==> src/sv/abkf_pkg.sv <==
// ----------------------------------------------------------------------------
// abkf_pkg
// Types, constants and fixed-point helpers for the angle/bias Kalman filter.
// ----------------------------------------------------------------------------
`default_nettype none

package abkf_pkg;

  localparam int unsigned NoiseW = 28;
  localparam int unsigned AddrW  = 4;
  localparam int unsigned DataW  = 32;

  localparam logic [NoiseW-1:0] QaReset = 28'd16777;
  localparam logic [NoiseW-1:0] QbReset = 28'd50332;
  localparam logic [NoiseW-1:0] RReset  = 28'd503316;

  localparam logic [31:0] S32Max = 32'h7fff_ffff;
  localparam logic [31:0] S32Min = 32'h8000_0000;

  typedef enum logic [0:0] {
    CMD_UPDATE    = 1'b0,
    CMD_SET_ANGLE = 1'b1
  } cmd_e;

  typedef enum logic [1:0] {
    REG_QA = 2'd0,
    REG_QB = 2'd1,
    REG_R  = 2'd2
  } reg_e;

  typedef struct packed {
    logic               command;
    logic signed [31:0] measured_angle;
    logic signed [31:0] gyro_rate;
    logic        [15:0] time_step;
  } abkf_in_t;

  typedef struct packed {
    logic signed [31:0] angle_estimate;
    logic signed [31:0] rate_estimate;
    logic signed [31:0] bias_estimate;
  } abkf_out_t;

  // request to the divider
  typedef struct packed {
    logic               start;
    logic signed [31:0] num;
    logic        [31:0] den;
  } div_req_t;

  typedef struct packed {
    logic               done;
    logic signed [31:0] quot;
  } div_rsp_t;

  typedef enum logic [3:0] {
    ST_IDLE,
    ST_RATE,
    ST_MUL,
    ST_ACC,
    ST_PRED,
    ST_SCHK,
    ST_K0GO,
    ST_K0WAIT,
    ST_K1GO,
    ST_K1WAIT,
    ST_YERR,
    ST_OUT
  } state_e;

  typedef enum logic [3:0] {
    OP_ANG_PRED,
    OP_DP11,
    OP_P00_PRED,
    OP_P11_PRED,
    OP_ANG_CORR,
    OP_BIAS_CORR,
    OP_P10_CORR,
    OP_P11_CORR,
    OP_P00_CORR,
    OP_P01_CORR
  } op_e;

  function automatic logic signed [31:0] sat32(input logic signed [69:0] v);
    logic signed [31:0] r;
    if (v > 70'sh0_7fff_ffff) begin
      r = S32Max;
    end else if (v < -70'sh0_8000_0000) begin
      r = S32Min;
    end else begin
      r = v[31:0];
    end
    return r;
  endfunction

  // round to nearest, ties up, by 16 or 24 bits
  function automatic logic signed [67:0] rnd_sh(input logic signed [67:0] x,
                                                input logic sh24);
    logic signed [68:0] t;
    t = {x[67], x} + (sh24 ? 69'sd8388608 : 69'sd32768);
    return sh24 ? 68'(t >>> 24) : 68'(t >>> 16);
  endfunction

endpackage

`default_nettype wire

==> src/sv/abkf_div.sv <==
// ----------------------------------------------------------------------------
// abkf_div
// Radix-2 restoring divider: sat32((num << 24) / den), truncating toward zero.
// ----------------------------------------------------------------------------
`default_nettype none

module abkf_div
  import abkf_pkg::*;
(
  input  wire logic     clk_i,
  input  wire logic     rst_ni,
  input  wire div_req_t req_i,
  output div_rsp_t      rsp_o
);

  logic        busy_q, done_q, neg_q, ovf_q;
  logic [4:0]  cnt_q;
  logic [31:0] rem_q, sh_q, den_q;
  logic [31:0] mag;
  logic [23:0] hi;
  logic [32:0] trial;
  logic        fits;
  logic [31:0] q;

  assign mag   = req_i.num[31] ? 32'(-req_i.num) : req_i.num;
  assign hi    = mag[31:8];
  assign trial = {rem_q, sh_q[31]};
  assign fits  = trial >= {1'b0, den_q};

  always_ff @(posedge clk_i or negedge rst_ni) begin
    if (!rst_ni) begin
      busy_q <= 1'b0;
      done_q <= 1'b0;
      cnt_q  <= '0;
    end else begin
      done_q <= 1'b0;
      if (req_i.start) begin
        busy_q <= 1'b1;
        cnt_q  <= '0;
      end else if (busy_q) begin
        cnt_q <= cnt_q + 5'd1;
        if (cnt_q == 5'd31) begin
          busy_q <= 1'b0;
          done_q <= 1'b1;
        end
      end
    end
  end

  always_ff @(posedge clk_i) begin
    if (req_i.start) begin
      den_q <= req_i.den;
      neg_q <= req_i.num[31];
      // quotient would need more than 32 bits
      ovf_q <= {8'd0, hi} >= req_i.den;
      rem_q <= {8'd0, hi};
      sh_q  <= {mag[7:0], 24'd0};
    end else if (busy_q) begin
      rem_q <= fits ? 32'(trial - {1'b0, den_q}) : trial[31:0];
      sh_q  <= {sh_q[30:0], fits};
    end
  end

  assign q = sh_q;

  always_comb begin
    rsp_o.done = done_q;
    if (!neg_q) begin
      rsp_o.quot = (ovf_q || q[31]) ? S32Max : q;
    end else begin
      rsp_o.quot = (ovf_q || (q[31] && |q[30:0])) ? S32Min : 32'(-q);
    end
  end

endmodule

`default_nettype wire

==> config.mk <==
export PLATFORM = sky130hd
export DESIGN_NAME = abkf_div
export DESIGN_NICKNAME = d
export VERILOG_FILES = /design/src/sv/abkf_pkg.sv /design/src/sv/abkf_div.sv
export SDC_FILE = /design/constraint.sdc
export NUM_CORES = 1
export LEC_CHECK = 0
export BUFFER_PORTS_ARGS = -buffer_cell sky130_fd_sc_hd__buf_2
export CORE_MARGIN = 5
export CORE_UTILIZATION = 25
export CTS_BUF_LIST = sky130_fd_sc_hd__clkbuf_2
export DETAILED_ROUTE_END_ITERATION = 16
export MAX_ROUTING_LAYER = met4
export PLACE_DENSITY = 0.41
export SYNTH_ARGS = -nofsm -noshare
export SYNTH_HDL_FRONTEND = slang
export SYNTH_SLANG_ARGS = --single-unit
==> constraint.sdc <==
create_clock -name clk_i -period 2.8 [get_ports clk_i]
set_input_delay 0.28 -clock clk_i [delete_from_list [all_inputs] [get_ports clk_i]]
set_output_delay 0.28 -clock clk_i [all_outputs]
set_load 0.05 [all_outputs]
==> flow_summary.ini, run 1 <==
[setup_path]
rr_worst_depth = 11
critPathLaunchType = flip-flop
critPathMaxFanout = 7
r2r_slack_ps = -70
cp_data_required_time_ps = 2520
worstSetupPathType = flip-flop to output port
crit_path_end_kind = output port
r2r-end = rem_q[26]
rr_startpoint = den_q[14]
worst_ep_arrival_time_ps = 3680

[synthesis]
syn_nets = 1115
synth_edf_count = 66
async_flop_share_pct = 6.67
synth_seq_area_share_pct = 33.6
yosysWarnings = 0
syn_area_per_cell_um2 = 8.43
synth_cells = 987
synthFlopType = edfxtp_1
synth_area_um2 = 8320
synth_cell_type_count = 71
synth_seq_cells = 105

[route]
drtAntennaViolNets = 0
vias = 8459
drt_iter0_markers = 327
drtPass1Iterations = 4
drt-vias-per-instance = 4.69
wire_per_inst_um = 15.9
drc = 0
drt-total-wl_um = 28700

[power]
p_int_uw = 6030
p_sw_uw = 4620
ir_worst_vdd_mv = 0.299
power_frac_comb_pct = 71.9
p_leak_uw = 0.00597
p_sw_share_pct = 43.4
seq_power_share_pct = 20.8
power_density_nw_per_um2 = 795
clkPwrFrac_pct = 7.3

[die]
dieArea_um2 = 37000
initial_core_util_pct = 25.5
die_w_um = 192
die_y_um = 192
core_area_um2 = 32700
io_pins = 100
rows = 66

[clock_tree]
cts_tree = done
htreeDepth = 3
clk_latency_ps = 680
ctsLongestPathBuffers = 2
clock-sinks = 105
clk_pin_slew_ps = 370
cts_root_buffer = clkbuf_2
cts_made_buffers = 9

[placed_design]
gp_congestion = 0.840
io_buffers = 99
hpwl_um = 22400
dp_slack_ps = -1070
dp_cells = 1725

[timing]
worst_pin_slew_ps = 562
rsz0062_at_grt = true
max_slew_margin_pct = 62.6
final-max-slew-violation-count = 0
final.min_clock_period_ps = 3960
fmax_mhz = 253
finalCritPeriodShare_pct = 141
finalHoldViolations = 0
tns_ps = -33980
report.final.setup_viol = 34
layout_setup_ws_ps = -1160
finClkSkew_ps = 54.4

[final_layout]
area_delta_synth_final_pct = 61.0
finalNonFillerCells = 1805
fill_cells = 3364
final_common_cell = buf_4
ff_latch_area_um2 = 2800
multi_input_area_um2 = 6280
final_nets = 1484
most-common-layout-cells = 255 x buf_4, 94 x nand2_1, 85 x nor2_1
drive_gt1_share_pct = 41.7

[global_route]
grt_pass1_wl_um = 46200
grt_antenna_before_repair = 2
grt_overflow_total = 0
grt_max_degree = 39
grt_use_total_pct = 16.0
grt_pass1_vias = 8716

[worst_hold_path]
hold_class = input pin to flip-flop
hold_end = q[31]
min_from = req_i[39]
min_path_cells = 4

[run]
drv_cap = 0

[outcome]
violations = setup timing
outcome = finished, violations left
[power groups by stage]
stage / combinational (uW) / clock (uW) / sequential [uW]
after floorplan: 3740 / 0 / 2160
after global placement: 6370 / 0 / 2200
after detailed placement: 6360 / 0 / 2200
after CTS: 7060 / 824 / 2200
after global routing: 8330 / 882 / 2250
final: 7660 / 780 / 2210
[critical path: stages (launching register included)]
cell      delay, ps
dfxtp_2         410
inv_2            60
ha_4            130
or3b_4          380
or4b_4          550
nor4_4          220
and2_4          220
a31oi_4         110
nand2b_4        260
buf_4           190
o311ai_4        270
buf_6           190
[timing repair]
action	4_1_cts	5_1_grt
hold endpoints to repair	49	0
setup buffers	13	14
hold buffers	36	0
cloned	1	0
resized for setup	154	87
setup endpoints to repair	59	60
pin swaps	50	46
[per-stage QoR]
stage          area (um2)  util (%)  total power, uW  hold slack, ps
5_1_grt             13400      41.0            11500            32.1
3_5_place_dp        11700      35.9             8560             136
6_report            13400      41.0            10700            60.5
4_1_cts             12900      39.6            10100            43.5
3_3_place_gp        11700      35.9             8560             136
2_1_floorplan        8970         -             5900           -15.6
[registers in the layout (all words and copies together) (netlist names)]
name,cells
done_q,1
q,32
rem_q,32
busy_q,1
den_q,32
neg_q,1
ovf_q,1
cnt_q,5
[cell usage after synthesis, types with 8 or more instances]
library cell	instances	area share, %
nand2_1	102	4.6
nor2_1	90	4.1
inv_1	80	3.6
edfxtp_1	66	24
o21ai_0	63	3.8
ha_1	60	9.0
a21oi_1	48	2.9
clkbuf_1	44	2.0
xnor2_1	41	4.3
dfxtp_1	32	7.7
mux2i_1	27	3.2
o311ai_0	25	2.6
a21o_1	23	2.1
nor3_1	23	1.4
a31oi_1	17	1.3
nand3_1	14	0.84
o31ai_1	14	1.3
or3_1	14	1.1
nand4_1	13	0.98
xor2_1	12	1.3
o41ai_1	11	1.2
buf_1	10	0.45
nor2b_1	10	0.75
nor4_1	10	0.75
o21a_1	10	0.90
or2_2	10	0.75
and3_1	9	0.68
a211oi_1	8	0.72
[layout make-up]
type,count,share of cell area (%)
Sequential cell,105,20.9
Inverter,80,2.24
Timing Repair Buffer,415,25.0
Antenna cell,2,0.0373
Tap cell,442,4.13
Clock buffer,9,0.336
Clock inverter,7,0.514
Multi-Input combinational cell,745,46.8
[metal layers]
metal	GRT usage [%]	wire length, um	vias to the layer above
li1	-	-	4353
met1	22.5	14600	3990
met2	25.2	13000	100
met3	1.70	768	16
met4	2.74	252	0
met5	-	0	-
[kinds of logic (layout without fill, tap and decap cells)]
logic type	Yosys count	in the layout	synth area share, %
buffers and inverters	137	511	6.25
AND/OR/NAND/NOR	329	329	19.2
other	0	2	0
multiplexers	30	30	3.65
AO/OA/AOI/OAI	272	272	22.4
XOR/XNOR	53	53	5.58
flip-flops	105	105	33.6
adder cells (fa/ha/maj)	61	61	9.26
[worst max path at each step]
stage,startpoint,to,slack [ps],cells past startpoint
after floorplan,req_i[38],ovf_q,-650,12
after global placement,req_i[38],ovf_q,-1010,15
after detailed placement,req_i[38],ovf_q,-1070,15
after CTS,q[1],rsp_o[15],-1250,12
after global routing,q[0],rsp_o[15],-1400,12
final,q[1],rsp_o[15],-1160,11
(Power assumes the default switching activity.)
==> run 2, diff against run 1 <==
ABC_AREA = 1   (was default)
==> flow_summary.ini, run 2 <==
[die]
core_area_um2 = 35300
dieArea_um2 = 39300
rows = 69
io_pins = 100
initial_core_util_pct = 25.1
die_w_um = 198
die_y_um = 198

[timing]
final-max-slew-violation-count = 0
finalHoldViolations = 0
finalCritPeriodShare_pct = 106
worst_pin_slew_ps = 897
fmax_mhz = 338
final.min_clock_period_ps = 2960
report.final.setup_viol = 32
finClkSkew_ps = 54.8
rsz0062_at_grt = true
layout_setup_ws_ps = -163
max_slew_margin_pct = 40.0

[final_layout]
most-common-layout-cells = 261 x nand2_1, 144 x inv_1, 115 x buf_4
finalNonFillerCells = 1929
drive_gt1_share_pct = 25.9
final_nets = 1588
final_common_cell = nand2_1
fin_area_um2 = 12000
area_delta_synth_final_pct = 35.9
utilization_pct = 34.1

[placed_design]
place_area_um2 = 10400
gp_congestion = 0.879
io_buffers = 99
hpwl_um = 24600
dp_cells = 1823

[synthesis]
synth_seq_cells = 105
synth_top_area_share_pct = 22.4
synth_area_um2 = 8850
synth_cell_type_count = 53
synth_area_leaders = edfxtp_1 22%, nand2_1 12%, ha_1 8.5%
synthMuxAreaShare_pct = 0
yosysWarnings = 0
syn_nets = 1342
synth_seq_area_share_pct = 31.6
synth_top_family_by_area = simple AND/OR/NAND/NOR gates
synth_cells = 1214
synth-xor-area-share_pct = 5.93
synth_edf_count = 66
synth_top_area_cell = edfxtp_1
synth-adder-area-share_pct = 8.70
synthFlopType = edfxtp_1
syn_area_per_cell_um2 = 7.29
yosys.cell_count.top_type = nand2_1
yosys.area_share.simple_pct = 30.3
synth_compound_area_share_pct = 14.5
async_flop_share_pct = 6.67
synth_common_cells = 273 x nand2_1, 158 x inv_1, 109 x nor2_1

[global_route]
grt_max_degree = 44
use_met3_pct = 2.28
grt_util_met1_pct = 21.6
grt_antenna_before_repair = 3
grt_pass1_vias = 9002
grt.busiest_layer = met2
grt_pass1_wl_um = 49600
grt_overflow_total = 0
use_met2_pct = 27.3
grt_use_total_pct = 16.5

[power]
p_leak_uw = 0.00553
power_density_nw_per_um2 = 689
ir_worst_vdd_mv = 0.301

[outcome]
outcome = finished, violations left
violations = setup timing

[clock_tree]
cts_tree = done
cts_made_buffers = 9
ctsLongestPathBuffers = 2
clk_pin_slew_ps = 360
clock-sinks = 105
clk_latency_ps = 750
cts_root_buffer = clkbuf_2
htreeDepth = 3

[route]
drtPass1Iterations = 4
vias = 8911
drtAntennaViolNets = 0
drt-total-wl_um = 31800
wire_per_inst_um = 16.5
drc = 0
drt_iter0_markers = 352
drt-vias-per-instance = 4.62

[setup_path]
cp_data_required_time_ps = 2520
critPathMaxFanout = 7
worstSetupPathType = flip-flop to output port
worst_ep_arrival_time_ps = 2680
critPathLaunchType = flip-flop
crit_path_end_kind = output port

[worst_hold_path]
hold_class = input pin to flip-flop

[run]
drv_cap = 0
run 2: cell types whose count changed after synthesis, moves of 22 or more:
cell,delta
o22ai_1,+23
nand2_1,+171
nand3_1,+66
nand3b_1,+27
xor2_1,+27
o21ai_1,+22
o311ai_0,-25
mux2i_1,-27
clkbuf_1,-28
inv_1,+78
run 2: kinds of logic (layout without fill, tap and decap cells):
family,after synthesis,count (layout)
AOI/OAI and AO/OA,218,218
adders and majority gates,61,61
other,0,3
xor gates and xnor gates,60,60
and+or+nand+nor,573,576
DFF,105,105
buffers and inverters,197,445
run 2: final cells by class:
| class | instances | area [um2] |
|---|---|---|
| Clock buffer | 9 | 45.0 |
| Tap cell | 461 | 577 |
| Antenna cell | 3 | 7.51 |
| Multi-Input combinational cell | 915 | 5750 |
| Timing Repair Buffer | 263 | 2110 |
| Inverter | 166 | 652 |
| Clock inverter | 7 | 60.1 |
| Sequential cell | 105 | 2830 |
| Fill cell | 3812 | 23300 |
run 2: layer usage:
layer | up-vias | part of all wire, %
li1 | 4581 | -
met4 | 0 | 1.4
met3 | 22 | 2.4
met5 | - | 0
met1 | 4195 | 48
met2 | 113 | 48
run 2: worst max-delay path, stage by stage, from the launching register on:
cell and delay [ps]:
dfxtp_1 460, nor2_1 160, nand2_1 100, nor2_1 160, nand2_1 90, o21ai_2 150
nand2_2 120, inv_8 150, nand2_8 130, o221ai_2 210, buf_6 190
run 2: worst paths after layout:
check / slack, ps / start / depth (start not counted) / to
setup / recovery: -160 / q[23] / 10 / rsp_o[3]
hold / removal: 80 / req_i[36] / 5 / q[28]
setup reg to reg: 210 / q[31] / 13 / rem_q[14]
hold reg to reg: 490 / rem_q[27] / 2 / rem_q[27]
max in group asynchronous: 2130 / rst_ni / 3 / cnt_q[1]
min in group asynchronous: 430 / rst_ni / 3 / done_q
run 2: through the flow:
stage / setup TNS [ps] / setup WS (ps) / total power [uW] / hold WS (ps)
after CTS: -7080 / -308 / 8280 / 4.03
after global placement: -211 / -211 / 6980 / 132
after detailed placement: -275 / -275 / 6990 / 130
after global routing: -9540 / -358 / 8990 / 59.3
final: -3290 / -163 / 8290 / 81.7
after floorplan: 0 / 20.4 / 5510 / -15.6
run 2: repair_timing:
item | CTS | global route
hold buffers | 45 | 0
setup buffers | 19 | 22
setup endpoints to repair | 32 | 34
gates cloned | 3 | 0
pin swaps | 21 | 24
hold endpoints to repair | 66 | 0
resized for setup | 164 | 45
run 2: where the power goes:
part / switching (uW) / leakage (uW) / internal [uW] / total [uW]
clock network: 629 / 0.0000628 / 136 / 765
registers: 156 / 0.00104 / 1970 / 2120
logic: 3280 / 0.00443 / 2130 / 5400
